==> src/design/bounded_priority_queue_unit_assert.svh <==
// Assertion helpers shared by the queue RTL.
`ifndef BOUNDED_PRIORITY_QUEUE_UNIT_ASSERT_SVH
`define BOUNDED_PRIORITY_QUEUE_UNIT_ASSERT_SVH

// Same-cycle implication, checked outside reset.
`define BPQ_ASSERT_NOW(label, ante, cons, msg) \
  label: assert property (@(posedge clk_i) disable iff (!rst_ni) (ante) |-> (cons)) \
    else $error(msg);

// Next-cycle implication, checked outside reset.
`define BPQ_ASSERT_NEXT(label, ante, cons, msg) \
  label: assert property (@(posedge clk_i) disable iff (!rst_ni) (ante) |=> (cons)) \
    else $error(msg);

`endif

==> src/design/bpq_pkg.sv <==
package bpq_pkg;

  localparam int unsigned VALUE_W = 32;
  localparam int unsigned TDATA_W = 40;

  typedef enum logic [1:0] {
    CMD_ENQ  = 2'd0,
    CMD_SORT = 2'd1,
    CMD_DEQ  = 2'd2,
    CMD_MAX  = 2'd3
  } cmd_e;

  typedef enum logic [1:0] {
    STAT_DONE  = 2'd0,
    STAT_FULL  = 2'd1,
    STAT_EMPTY = 2'd2
  } status_e;

  // Broadcast to every cell; positions travel beside it.
  typedef struct packed {
    logic                      shift_up;  // cell at pos_a+1 takes its lower neighbor
    logic                      wr_lo;     // cell at pos_a takes operand
    logic                      wr_hi;     // cell at pos_a+1 takes operand
    logic                      shift_dn;  // cells in [pos_a, pos_b) take upper neighbor
    logic signed [VALUE_W-1:0] operand;
  } cell_ctl_t;

endpackage

==> src/design/bpq_cell.sv <==
module bpq_cell #(
  parameter int unsigned AW    = 4,
  parameter int unsigned INDEX = 0
) (
  input  logic                               clk_i,
  input  bpq_pkg::cell_ctl_t                 ctl_i,
  input  logic [AW-1:0]                      pos_a_i,
  input  logic [AW-1:0]                      pos_b_i,
  input  logic signed [bpq_pkg::VALUE_W-1:0] prev_data_i,
  input  logic signed [bpq_pkg::VALUE_W-1:0] next_data_i,
  output logic signed [bpq_pkg::VALUE_W-1:0] data_o,
  output logic                               lt_o,
  output logic                               gt_o
);

  localparam int unsigned IW = AW + 1;
  localparam logic [IW-1:0] IDX = IW'(INDEX);

  logic signed [bpq_pkg::VALUE_W-1:0] data_q, data_d;
  logic [IW-1:0] pos_a_x, pos_a1_x, pos_b_x;
  logic at_a, at_a1, in_rng;

  assign pos_a_x  = {1'b0, pos_a_i};
  assign pos_a1_x = pos_a_x + IW'(1);
  assign pos_b_x  = {1'b0, pos_b_i};
  assign at_a     = (pos_a_x == IDX);
  assign at_a1    = (pos_a1_x == IDX);
  assign in_rng   = (IDX >= pos_a_x) && (IDX < pos_b_x);

  always_comb begin
    data_d = data_q;
    if (ctl_i.shift_dn && in_rng) begin
      data_d = next_data_i;
    end
    if (ctl_i.shift_up && at_a1) begin
      data_d = prev_data_i;
    end
    if (ctl_i.wr_hi && at_a1) begin
      data_d = ctl_i.operand;
    end
    if (ctl_i.wr_lo && at_a) begin
      data_d = ctl_i.operand;
    end
  end

  always_ff @(posedge clk_i) begin
    data_q <= data_d;
  end

  assign data_o = data_q;
  assign lt_o   = (data_q < ctl_i.operand);
  assign gt_o   = (data_q > ctl_i.operand);

endmodule

==> src/design/bounded_priority_queue_unit.sv <==
// Bounded priority queue of DEPTH signed 32-bit entries held in a row of cells.
// Input stream s_axis: one beat is one command (enqueue, sorted enqueue,
// dequeue head, remove largest) with a value for inserts. Output stream
// m_axis: exactly one beat per command, the removed value and a status.
// Enqueue, dequeue and removal of the last entry register their result in
// the cycle of acceptance. Sorted enqueue walks one cell per cycle from the
// tail down until the value lands, at the latest at the head. Remove largest
// scans one cell per cycle from the head, then shifts the cells above the
// largest entry down together in ST_SHIFT.
// A new command is taken once the previous one has finished.
// Results go to an output register backed by one skid register, so a
// command is accepted while one result still waits; with both full,
// s_axis_tready drops until the receiver takes a beat.
// Reset (rst_ni low, asynchronous) empties the queue and drops pending
// output beats; cell contents are not cleared and are never read unwritten.
`include "bounded_priority_queue_unit_assert.svh"

module bounded_priority_queue_unit #(
  parameter int unsigned DEPTH = 16
) (
  input  logic                        clk_i,
  input  logic                        rst_ni,
  input  logic                        s_axis_tvalid,
  output logic                        s_axis_tready,
  input  logic [bpq_pkg::TDATA_W-1:0] s_axis_tdata,  // [1:0] cmd, [33:2] value_in
  output logic                        m_axis_tvalid,
  input  logic                        m_axis_tready,
  output logic [bpq_pkg::TDATA_W-1:0] m_axis_tdata   // [31:0] value_out, [33:32] status
);

  localparam int unsigned AW = (DEPTH > 1) ? $clog2(DEPTH) : 1;
  localparam int unsigned VW = bpq_pkg::VALUE_W;

  typedef enum logic [1:0] {
    ST_IDLE,
    ST_INS,
    ST_SCAN,
    ST_SHIFT
  } state_e;

  state_e                state_q, state_d;
  logic [AW-1:0]         head_q, head_d, tail_q, tail_d, cur_q, cur_d, idx_q, idx_d;
  logic                  empty_q, empty_d;
  logic signed [VW-1:0]  val_q, val_d;
  logic                  out_v_q, out_v_d, skid_v_q, skid_v_d;
  logic signed [VW-1:0]  out_val_q, out_val_d, skid_val_q, skid_val_d;
  bpq_pkg::status_e      out_st_q, out_st_d, skid_st_q, skid_st_d;

  bpq_pkg::cell_ctl_t    ctl;
  logic [AW-1:0]         pos_a, pos_b, rd_sel;
  logic signed [VW-1:0]  cell_data [DEPTH];
  logic [DEPTH-1:0]      cell_lt, cell_gt;
  logic signed [VW-1:0]  rd_data;
  logic                  lt_cur, gt_cur;

  logic                  in_beat, full;
  bpq_pkg::cmd_e         in_cmd;
  logic signed [VW-1:0]  in_val;
  logic                  res_v;
  logic signed [VW-1:0]  res_val;
  bpq_pkg::status_e      res_st;

  for (genvar k = 0; k < DEPTH; k++) begin : g_cell
    logic signed [VW-1:0] prev_data, next_data;
    if (k == 0) begin : g_first
      assign prev_data = '0;
    end else begin : g_prev
      assign prev_data = cell_data[k-1];
    end
    if (k == DEPTH - 1) begin : g_last
      assign next_data = '0;
    end else begin : g_next
      assign next_data = cell_data[k+1];
    end
    bpq_cell #(
      .AW    (AW),
      .INDEX (k)
    ) u_cell (
      .clk_i       (clk_i),
      .ctl_i       (ctl),
      .pos_a_i     (pos_a),
      .pos_b_i     (pos_b),
      .prev_data_i (prev_data),
      .next_data_i (next_data),
      .data_o      (cell_data[k]),
      .lt_o        (cell_lt[k]),
      .gt_o        (cell_gt[k])
    );
  end

  // One-hot read of the cell under the head or the cursor
  assign rd_sel = (state_q == ST_IDLE) ? head_q : cur_q;

  always_comb begin
    rd_data = '0;
    lt_cur  = 1'b0;
    gt_cur  = 1'b0;
    for (int k = 0; k < DEPTH; k++) begin
      if (AW'(k) == rd_sel) begin
        rd_data = rd_data | cell_data[k];
        lt_cur  = lt_cur | cell_lt[k];
        gt_cur  = gt_cur | cell_gt[k];
      end
    end
  end

  assign s_axis_tready = (state_q == ST_IDLE) && !skid_v_q;
  assign in_beat       = s_axis_tvalid && s_axis_tready;
  assign in_cmd        = bpq_pkg::cmd_e'(s_axis_tdata[1:0]);
  assign in_val        = s_axis_tdata[VW+1:2];
  assign full          = !empty_q && (tail_q == AW'(DEPTH - 1));

  always_comb begin
    state_d    = state_q;
    head_d     = head_q;
    tail_d     = tail_q;
    cur_d      = cur_q;
    idx_d      = idx_q;
    empty_d    = empty_q;
    val_d      = val_q;
    ctl        = '0;
    pos_a      = '0;
    pos_b      = '0;
    res_v      = 1'b0;
    res_val    = '0;
    res_st     = bpq_pkg::STAT_DONE;

    case (state_q)
      ST_IDLE: begin
        if (in_beat) begin
          case (in_cmd)
            bpq_pkg::CMD_ENQ, bpq_pkg::CMD_SORT: begin
              ctl.operand = in_val;
              if (full) begin
                res_v  = 1'b1;
                res_st = bpq_pkg::STAT_FULL;
              end else if (empty_q) begin
                ctl.wr_lo = 1'b1;
                head_d    = '0;
                tail_d    = '0;
                empty_d   = 1'b0;
                res_v     = 1'b1;
              end else if (in_cmd == bpq_pkg::CMD_ENQ) begin
                ctl.wr_lo = 1'b1;
                pos_a     = tail_q + AW'(1);
                tail_d    = tail_q + AW'(1);
                res_v     = 1'b1;
              end else begin
                val_d   = in_val;
                cur_d   = tail_q;
                state_d = ST_INS;
              end
            end
            bpq_pkg::CMD_DEQ, bpq_pkg::CMD_MAX: begin
              if (empty_q) begin
                res_v  = 1'b1;
                res_st = bpq_pkg::STAT_EMPTY;
              end else if (head_q == tail_q) begin
                res_v   = 1'b1;
                res_val = rd_data;
                head_d  = '0;
                tail_d  = '0;
                empty_d = 1'b1;
              end else if (in_cmd == bpq_pkg::CMD_DEQ) begin
                res_v   = 1'b1;
                res_val = rd_data;
                head_d  = head_q + AW'(1);
              end else begin
                val_d   = rd_data;
                idx_d   = head_q;
                cur_d   = head_q + AW'(1);
                state_d = ST_SCAN;
              end
            end
            default: begin
            end
          endcase
        end
      end

      // Walk down from the tail; each smaller entry moves up one cell
      ST_INS: begin
        ctl.operand = val_q;
        pos_a       = cur_q;
        if (lt_cur) begin
          ctl.shift_up = 1'b1;
          if (cur_q == head_q) begin
            ctl.wr_lo = 1'b1;
            tail_d    = tail_q + AW'(1);
            res_v     = 1'b1;
            state_d   = ST_IDLE;
          end else begin
            cur_d = cur_q - AW'(1);
          end
        end else begin
          ctl.wr_hi = 1'b1;
          tail_d    = tail_q + AW'(1);
          res_v     = 1'b1;
          state_d   = ST_IDLE;
        end
      end

      // Strictly greater keeps the first maximum from the head
      ST_SCAN: begin
        ctl.operand = val_q;
        if (gt_cur) begin
          val_d = rd_data;
          idx_d = cur_q;
        end
        if (cur_q == tail_q) begin
          state_d = ST_SHIFT;
        end else begin
          cur_d = cur_q + AW'(1);
        end
      end

      ST_SHIFT: begin
        ctl.shift_dn = 1'b1;
        pos_a        = idx_q;
        pos_b        = tail_q;
        tail_d       = tail_q - AW'(1);
        res_v        = 1'b1;
        res_val      = val_q;
        state_d      = ST_IDLE;
      end

      default: begin
        state_d = ST_IDLE;
      end
    endcase
  end

  // Output register with one skid entry behind it
  always_comb begin
    out_v_d    = out_v_q;
    out_val_d  = out_val_q;
    out_st_d   = out_st_q;
    skid_v_d   = skid_v_q;
    skid_val_d = skid_val_q;
    skid_st_d  = skid_st_q;
    if (out_v_q && m_axis_tready) begin
      out_v_d = 1'b0;
      if (skid_v_q) begin
        out_v_d   = 1'b1;
        out_val_d = skid_val_q;
        out_st_d  = skid_st_q;
        skid_v_d  = 1'b0;
      end
    end
    if (res_v) begin
      if (!out_v_d) begin
        out_v_d   = 1'b1;
        out_val_d = res_val;
        out_st_d  = res_st;
      end else begin
        skid_v_d   = 1'b1;
        skid_val_d = res_val;
        skid_st_d  = res_st;
      end
    end
  end

  always_ff @(posedge clk_i or negedge rst_ni) begin
    if (!rst_ni) begin
      state_q    <= ST_IDLE;
      head_q     <= '0;
      tail_q     <= '0;
      cur_q      <= '0;
      idx_q      <= '0;
      empty_q    <= 1'b1;
      val_q      <= '0;
      out_v_q    <= 1'b0;
      out_val_q  <= '0;
      out_st_q   <= bpq_pkg::STAT_DONE;
      skid_v_q   <= 1'b0;
      skid_val_q <= '0;
      skid_st_q  <= bpq_pkg::STAT_DONE;
    end else begin
      state_q    <= state_d;
      head_q     <= head_d;
      tail_q     <= tail_d;
      cur_q      <= cur_d;
      idx_q      <= idx_d;
      empty_q    <= empty_d;
      val_q      <= val_d;
      out_v_q    <= out_v_d;
      out_val_q  <= out_val_d;
      out_st_q   <= out_st_d;
      skid_v_q   <= skid_v_d;
      skid_val_q <= skid_val_d;
      skid_st_q  <= skid_st_d;
    end
  end

  assign m_axis_tvalid = out_v_q;
  assign m_axis_tdata  = {{(bpq_pkg::TDATA_W - VW - 2){1'b0}}, out_st_q, out_val_q};

  `BPQ_ASSERT_NOW(a_skid_behind_out, skid_v_q, out_v_q, "skid entry without output entry")
  `BPQ_ASSERT_NOW(a_empty_at_zero, empty_q, (head_q == '0) && (tail_q == '0),
                  "empty queue with moved positions")
  `BPQ_ASSERT_NOW(a_head_le_tail, !empty_q, head_q <= tail_q, "head past tail")
  `BPQ_ASSERT_NEXT(a_shift_answers, state_q == ST_SHIFT, (state_q == ST_IDLE) && out_v_q,
                   "remove-largest finished without a result")

endmodule
==> config.mk <==
export PLATFORM = sky130hd
export DESIGN_NAME = bounded_priority_queue_unit
export DESIGN_NICKNAME = d
export VERILOG_FILES = /design/src/design/bpq_pkg.sv /design/src/design/bpq_cell.sv /design/src/design/bounded_priority_queue_unit.sv
export VERILOG_INCLUDE_DIRS = /design/src /design/src/design
export SDC_FILE = /design/constraint.sdc
export NUM_CORES = 2
export LEC_CHECK = 0
export BUFFER_PORTS_ARGS = -buffer_cell sky130_fd_sc_hd__buf_2
export CAP_MARGIN = 10
export CORE_MARGIN = 1
export CORE_UTILIZATION = 60
export DETAILED_ROUTE_END_ITERATION = 10
export HOLD_SLACK_MARGIN = 0.12
export PLACE_DENSITY = 0.89
export SLEW_MARGIN = 20
export SYNTH_ARGS = -nofsm -noshare
export SYNTH_HDL_FRONTEND = slang
export SYNTH_SLANG_ARGS = --single-unit
==> constraint.sdc <==
create_clock -name clk_i -period 13.5 [get_ports clk_i]
set_input_delay 0 -clock clk_i [delete_from_list [all_inputs] [get_ports clk_i]]
set_output_delay 0 -clock clk_i [all_outputs]
set_load 0.05 [all_outputs]
# ---- Word-level counts from Yosys, hierarchy flattened
# Index checks and enable logic that the tools add are counted.
dict set report op_classes {
  order_cmp 64
  div 0
  multipliers 0
  n_reduce_logical 121
  n_eq_ne 78
  add_sub_neg 6
  bitwise 45
  shift 0
  mux 229
}
# cell count
set ops {}
lappend ops {{32-bit two-way mux} 99}
lappend ops {{32-bit greater-than comparator} 16}
lappend ops {{32-bit less-than comparator} 16}
lappend ops {{32-bit bitwise OR} 15}
lappend ops {{32-bit case mux with 2 select lines} 4}
lappend ops {{4-bit two-way mux} 36}
lappend ops {{1-bit logical AND} 84}
lappend ops {{4-bit nonzero test} 16}
lappend ops {{1-bit two-way mux} 58}
lappend ops {{5-bit by 4-bit equality test with 1-bit output, second input constant} 8}
lappend ops {{4-bit equality test, second input constant} 9}
lappend ops {{2-bit two-way mux} 18}
lappend ops {{4-bit case mux with 3 select lines} 3}
lappend ops {{4-bit equality test, first input constant} 8}
lappend ops {{4-bit >= comparator, first input constant} 8}
lappend ops {{4-bit less-than comparator, first input constant} 8}
lappend ops {{4-bit case mux with 2 select lines} 4}
lappend ops {{1-bit bitwise OR} 30}
lappend ops {{3-bit inequality test, second input constant} 9}
lappend ops {{2-bit inequality test, second input constant} 12}
lappend ops {{5-bit by 3-bit equality test with 1-bit output, second input constant} 4}
lappend ops {{9-bit AND reduction} 2}
lappend ops {{3-bit by 4-bit equality test with 1-bit output, first input constant} 4}
lappend ops {{4-bit by 3-bit equality test with 1-bit output, second input constant} 4}
lappend ops {{other kinds (36)} 68}
dict set report word_totals {
  mem_bits_ro 0
  latch_bits 0
  ramBits 0
  mem_count 0
  output_inout_bits 42
  ff_bits 633
}

# ---- Logic depth before layout (Yosys ltp)
dict set report depth {
  depth_word 43
  ltp_mapped 27
  mapped_depth_nobuf 21
}

# ---- Cells and area by module
# From an unflattened synthesis, not the netlist that was laid out.
dict set report unflattened {
  cells_unflattened 5527
  hier_area_um2 51081.5
}
# mod cells_per_inst n_inst area_each_um2
set modules_own_cells {}
lappend modules_own_cells {bounded_priority_queue_unit 1357 1 11496.0}
lappend modules_own_cells {{bpq_cell (g_cell[11].u_cell ...)} 260 2 2481.1}
lappend modules_own_cells {{bpq_cell (g_cell[12].u_cell)} 267 1 2521.2}
lappend modules_own_cells {{bpq_cell (g_cell[4].u_cell)} 266 1 2513.7}
lappend modules_own_cells {{bpq_cell (g_cell[10].u_cell)} 269 1 2512.4}
lappend modules_own_cells {{bpq_cell (g_cell[14].u_cell)} 266 1 2508.7}
lappend modules_own_cells {{bpq_cell (g_cell[13].u_cell)} 264 1 2506.2}
lappend modules_own_cells {{bpq_cell (g_cell[2].u_cell)} 266 1 2504.9}
lappend modules_own_cells {{bpq_cell (g_cell[6].u_cell)} 263 1 2501.1}
lappend modules_own_cells {{bpq_cell (g_cell[5].u_cell)} 262 1 2498.6}
lappend modules_own_cells {{bpq_cell (g_cell[9].u_cell)} 263 1 2493.6}
lappend modules_own_cells {{bpq_cell (g_cell[8].u_cell)} 260 1 2489.9}
lappend modules_own_cells {{bpq_cell (g_cell[1].u_cell)} 259 1 2484.9}
lappend modules_own_cells {{bpq_cell (g_cell[3].u_cell)} 264 1 2484.9}
lappend modules_own_cells {{2 more rows} -- -- --}

# ---- Worst setup path after synthesis
# OpenSTA, ideal clock, no wires.
dict set report synth_path {
  kind {register to register}
  start {register state_q[0]}
  end {register g_cell[10].u_cell.data_q, in the netlist g_cell[10].u_cell.data_o[0], enable pin}
  path_stages_with_launch 24
  arrival_ns 9.417
  slack_ns 3.550
  setup_ns 0.533
  path_buffers 4
  path_cell_list {dfrtp_1 > inv_1 > ha_1 > buf_2 > nor2b_1 > nand2_1 > nor2_1 > clkbuf_1 > nand2_1 > a21oi_1 > inv_1 > clkbuf_1 > ha_1 > a21oi_1 > nand2_1 > a221o_1 > o311a_1 > nor4b_2 > xnor2_1 > o2111ai_2 > nor2_1 > and2_4 > buf_6 > o311ai_0}
}
dict set report synth_between {
  elab_chain_len 41
}
# element line
set synth_rtl {}
lappend synth_rtl {{from (decl)} bounded_priority_queue_unit.sv:41} ;# state_e state_q, state_d;
lappend synth_rtl {{from (signal assigned)} bounded_priority_queue_unit.sv:279} ;# state_q <= state_d;
lappend synth_rtl {{2-bit zero test (*)} bounded_priority_queue_unit.sv:107} ;# assign s_axis_tready = (state_q == ST_IDLE) && !skid_v_q;
lappend synth_rtl {{1-bit logical AND (*)} bounded_priority_queue_unit.sv:107}
lappend synth_rtl {{named net s_axis_tready} bounded_priority_queue_unit.sv:24} ;# output logic s_axis_tready,
lappend synth_rtl {{1-bit logical AND (*)} bounded_priority_queue_unit.sv:108} ;# assign in_beat = s_axis_tvalid && s_axis_tready;
lappend synth_rtl {{32-bit two-way mux} bounded_priority_queue_unit.sv:130} ;# if (in_beat) begin
lappend synth_rtl {{32-bit case mux with 2 select lines} bounded_priority_queue_unit.sv:128} ;# case (state_q)
lappend synth_rtl {{32-bit less-than comparator} bpq_cell.sv:51} ;# assign lt_o = (data_q < ctl_i.operand);
lappend synth_rtl {{1-bit two-way mux} bounded_priority_queue_unit.sv:99} ;# if (AW'(k) == rd_sel) begin
lappend synth_rtl {{[... 26 more ...]} --}
lappend synth_rtl {{1-bit bitwise OR} bounded_priority_queue_unit.sv:101} ;# lt_cur = lt_cur | cell_lt[k];
lappend synth_rtl {{1-bit two-way mux} bounded_priority_queue_unit.sv:99}
lappend synth_rtl {{1-bit bitwise OR} bounded_priority_queue_unit.sv:101}
lappend synth_rtl {{1-bit two-way mux} bounded_priority_queue_unit.sv:99}
lappend synth_rtl {{2-bit two-way mux / 1-bit two-way mux (equally long branches)} bounded_priority_queue_unit.sv:185} ;# if (lt_cur) begin
lappend synth_rtl {{1-bit case mux with 2 select lines / 1-bit two-way mux (equally long branches)} bounded_priority_queue_unit.sv:128}
lappend synth_rtl {{1-bit logical AND (on tied branches)} {bpq_cell.sv:41, bpq_cell.sv:35, bpq_cell.sv:38}}
lappend synth_rtl {{4-bit nonzero test (no line) (*)} --}
lappend synth_rtl {{to (signal assigned)} bpq_cell.sv:47} ;# data_q <= data_d;
lappend synth_rtl {{to (decl)} bpq_cell.sv:19} ;# logic signed [bpq_pkg::VALUE_W-1:0] data_q, data_d;
# The timed path passes the listed nets; every way through them passes the cells marked *.
# A chain may end at the register's enable or synchronous reset.

# ---- Worst setup path in the final report
dict set report layout_path {
  start {register state_q[0]}
  end {register g_cell[0].u_cell.data_q, in the netlist g_cell[0].u_cell.data_o[12] (data pin)}
}
dict set report layout_between {
  elab_chain_len 43
}
# element line
set layout_rtl {}
lappend layout_rtl {{2-bit zero test} {bounded_priority_queue_unit.sv:92, bounded_priority_queue_unit.sv:107, bounded_priority_queue_unit.sv:128}}
lappend layout_rtl {{1-bit logical AND} bounded_priority_queue_unit.sv:107}
lappend layout_rtl {{1-bit logical AND} bounded_priority_queue_unit.sv:108}
lappend layout_rtl {{32-bit two-way mux} bounded_priority_queue_unit.sv:130}
lappend layout_rtl {{32-bit case mux with 2 select lines} bounded_priority_queue_unit.sv:128}
lappend layout_rtl {{32-bit less-than comparator} bpq_cell.sv:51}
lappend layout_rtl {{1-bit two-way mux} bounded_priority_queue_unit.sv:99}
lappend layout_rtl {{1-bit bitwise OR} bounded_priority_queue_unit.sv:101}
lappend layout_rtl {{[... 28 more ...]} --}
lappend layout_rtl {{1-bit two-way mux} bounded_priority_queue_unit.sv:99}
lappend layout_rtl {{2-bit two-way mux} bounded_priority_queue_unit.sv:185}
lappend layout_rtl {{1-bit two-way mux} bounded_priority_queue_unit.sv:128}
lappend layout_rtl {{1-bit logical AND} bpq_cell.sv:35} ;# if (ctl_i.shift_up && at_a1) begin
lappend layout_rtl {{32-bit two-way mux} bpq_cell.sv:35}
lappend layout_rtl {{32-bit two-way mux} bpq_cell.sv:38} ;# if (ctl_i.wr_hi && at_a1) begin
lappend layout_rtl {{32-bit two-way mux (*)} bpq_cell.sv:41} ;# if (ctl_i.wr_lo && at_a) begin
lappend layout_rtl {{named net g_cell[0].u_cell.data_d, one bit} bpq_cell.sv:19}
lappend layout_rtl {{to (signal assigned)} bpq_cell.sv:47}
lappend layout_rtl {{to (decl)} bpq_cell.sv:19}
# Marked as above.

==> impl_metrics.yaml <==
grt:
  grt_use_met1: 0.556
  antenna_found_initial: 7
  grt_remaining_overflow: 0
  first_global_vias: 41800
  grt_use_met2: 0.671
  track_usage: 0.477
  grt_pass1_wl_mm: 285
  use_met3: 0.205
  grt_max_degree: 74
  global_route.peak_usage_layer: "met2"
clock_network:
  h-tree-depth: 3
  clockBufferDepth: 3
  path_clk_slew_ps: 60
  cts_buffers: 73
  clk_latency_ps: 650
  cts_tree: "built"
  cts_sinks: 633
  root_buffer: "clkbuf_16"
  postCtsSetupRepairBufs: 0
yosys:
  synth_commonest_cells: "mux2i_1, ha_1, edfxtp_1"
  synth_seq_cells: 633
  synth_area_per_cell_um2: 11.0
  yosysMostFrequentCell: "mux2i_1"
  netlist_top_cells_area: "edfxtp_1, mux2i_1, ha_1, dfrtp_1, a21oi_1"
  syn_area_mm2: 0.0486
  synth_cell_types: 92
  synth_top_cell_by_area: "edfxtp_1"
  synth_edf_count: 512
  yosys_most_used_dff: "edfxtp_1"
  netlist.area_leader.share: 0.317
  seq_area_frac_synth: 0.379
  synthArstFlopShare: 0.191
  synthCells: 4429
  yosys_warnings: 0
power_and_ir_drop:
  power_density_mw_per_mm2: 238
  power_frac_clock: 0.163
  netSwitchingFraction: 0.508
  switchingPower_uw: 6370
  combPwrFrac: 0.592
  peakVddDrop_mv: 0.175
  power_frac_seq: 0.246
  internal-power_uw: 6170
  p_leak_uw: 0.0226
floorplan:
  core_mm2: 0.0795
  die_area_mm2: 0.0821
  rows: 103
  die_h_um: 286
  start_util: 0.611
  fp.dieW_um: 286
  ios: 86
sta:
  hold_viol: 0
  setup-tns-final_ps: 0
  fin_skew_ps: 44.2
  setup_viol: 0
  rsz0062_at_grt: "false"
  fmax_mhz: 97.5
  slew_viol_final: 0
  worst_pin_slew_ps: 1360
  period_share: 0.760
  slew_headroom: 0.0730
  fin_crit_ps: 10260
worst_setup_path:
  criticalPathCategory: "flop to flop"
  startpoint_type: "flop"
  crit_top_cell: "buf_4"
  required_ps: 13870
  critPathMaxStageDelay_ps: 1170
  cp_num_buf_inv: 5
  cp_top_family: "compound AO/OA/AOI/OAI gates"
  cp_cell_sequence: "inv_1 > ha_2 > nor2b_1 > nand2_1 > nor2_2 > buf_4 > nand2_1 > a21oi_1 > inv_1 > buf_4 > ha_1 > a21oi_1 > o21ai_0 > a2111oi_0 > o31ai_1 > mux2i_1 > a22oi_1 > o2111ai_1 > nor2_1 > and2_4 > o21ai_2 > nand3_2 > buf_4 > mux2_2"
  cp_max_fo: 26
  cp-end-kind: "flop"
  cp.arrival_ps: 10630
  cpMaxStageDelayCell: "a2111oi_0"
placed_design:
  hpwl_mm: 129
  numPortBuffers: 73
  place_area_mm2: 0.0498
  place.gp.congestion: 1.07
route:
  drt_iter0_drc: 7195
  ant_nets: 0
  drc: 0
  wire_per_inst_um: 35.7
  firstDrtPassIters: 11
  drt-total-wl_mm: 200
  via_count: 43200
  vias_per_cell: 7.74
finish:
  area_growth_pct: 8.39
  fin_nets: 5036
  design_area_mm2: 0.0526
  layout-drive-gt1-share: 0.101
run_status:
  status: "finished clean"
flow_run:
  drv_cap: 0
worst_hold_path:
  min_path_type: "primary input to flop"
## path summary, 6_finish.rpt
path                                            start                               endpoint  slack (ps)  cells after the start
setup / recovery               state_q[0]$_DFFE_PN0P_  g_cell[0].u_cell.data_o[12]$_DFFE_PP_        3240                     24
hold / removal                          m_axis_tready                     skid_v_q$_DFF_PN0_         180                      3
setup reg to reg               state_q[0]$_DFFE_PN0P_  g_cell[0].u_cell.data_o[12]$_DFFE_PP_        3240                     24
hold reg to reg            skid_val_q[17]$_DFFE_PN0P_             skid_val_q[17]$_DFFE_PN0P_         480                      2
max in group asynchronous                      rst_ni                out_val_q[24]$_DFF_PN0_       12040                      4
min in group asynchronous                      rst_ni                    empty_q$_DFFE_PN1P_         520                      3
## layout by cell type, fill, tap and decap left out, types with 16 or more instances in the layout
cell type | netlist | final
mux2i_1 | 981 | 981
ha_1 | 523 | 521
edfxtp_1 | 512 | 512
nand2_1 | 313 | 310
a21oi_1 | 256 | 256
a22oi_1 | 168 | 168
nor2_1 | 173 | 156
o21ai_0 | 133 | 133
dfrtp_1 | 120 | 120
buf_4 | 38 | 113
nand4_1 | 105 | 105
nand3_1 | 97 | 95
a22o_1 | 83 | 82
inv_1 | 80 | 80
clkbuf_16 | 0 | 78
buf_2 | 33 | 73
mux2_2 | 72 | 72
a221oi_1 | 62 | 62
nand2b_1 | 44 | 44
dlygate4sd3_1 | 0 | 39
a21o_1 | 36 | 36
nor3_1 | 30 | 30
nor2b_1 | 27 | 27
o21ai_1 | 27 | 27
a211oi_1 | 22 | 22
clkbuf_1 | 130 | 19
o211ai_1 | 18 | 18
clkinv_2 | 0 | 17
and4_1 | 16 | 16
## worst min-delay path, cell delays in order
cell and delay (ps):
dlygate4sd3_1 550, buf_2 140, a21oi_1 70
## power groups by stage
stage / clock network [uW] / registers [uW] / logic, uW
floorplan: 0 / 2880 / 4480
finish: 2040 / 3080 / 7420
detailed placement: 0 / 3080 / 6860
CTS: 2010 / 3040 / 6940
global route: 2090 / 3090 / 7740
global placement: 0 / 3060 / 6590
## metal layers
layer / vias to the layer above / wire [um]
met5: - / 29
met4: 4 / 22500
met3: 1381 / 32600
met2: 4107 / 79900
met1: 20400 / 64500
li1: 17300 / -
## cell type report
type                       instances  area, um2
inverter                          81        304
fill                            5877      26900
clock buffer                     100       2060
tap                             1050       1310
antenna                            6       15.0
timing repair buffer             228       1660
clock inverter                    33        285
multi-input combinational       3451      28600
sequential                       633      18400
## cell families (layout without fill, tap and decap cells)
| group | Yosys count | count (layout) | share of synthesized area |
|---|---|---|---|
| buffers and inverters | 350 | 442 | 0.0392 |
| AOI/OAI and AO/OA | 949 | 949 | 0.134 |
| adders and majority gates | 524 | 524 | 0.135 |
| and+or+nand+nor | 896 | 896 | 0.0895 |
| other | 1 | 12 | 0.0000772 |
| xor gates and xnor gates | 22 | 22 | 0.00397 |
| DFF | 633 | 633 | 0.379 |
| muxes | 1054 | 1054 | 0.219 |
## state kept, by name, indices dropped and copies added (netlist names), 4 cells and up
register              flops
idx_q                     4
out_val_q                32
skid_val_q               32
head_q                    4
tail_q                    4
g_cell.u_cell.data_o    512
cur_q                     4
val_q                    32
## timing repair
| action | in CTS | in global routing |
|---|---|---|
| gates resized for setup | 0 | 0 |
| endpoints found under the hold margin | 148 | 0 |
| hold buffers | 40 | 0 |
## metrics by stage
step / worst slack [ps] / utilization / std cells / hold WS, ps / power [uW]
finish: 3240 / 0.662 / 5582 / 185 / 12500
global route: 3240 / 0.662 / 5576 / 167 / 12900
CTS: 4200 / 0.661 / 5574 / 127 / 12000
detailed placement: 4310 / 0.626 / 5401 / 56.8 / 9930
global placement: 4510 / 0.626 / 5400 / 55.2 / 9650
floorplan: 3550 / - / 4434 / -296 / 7360
(Power assumes the default switching activity.)
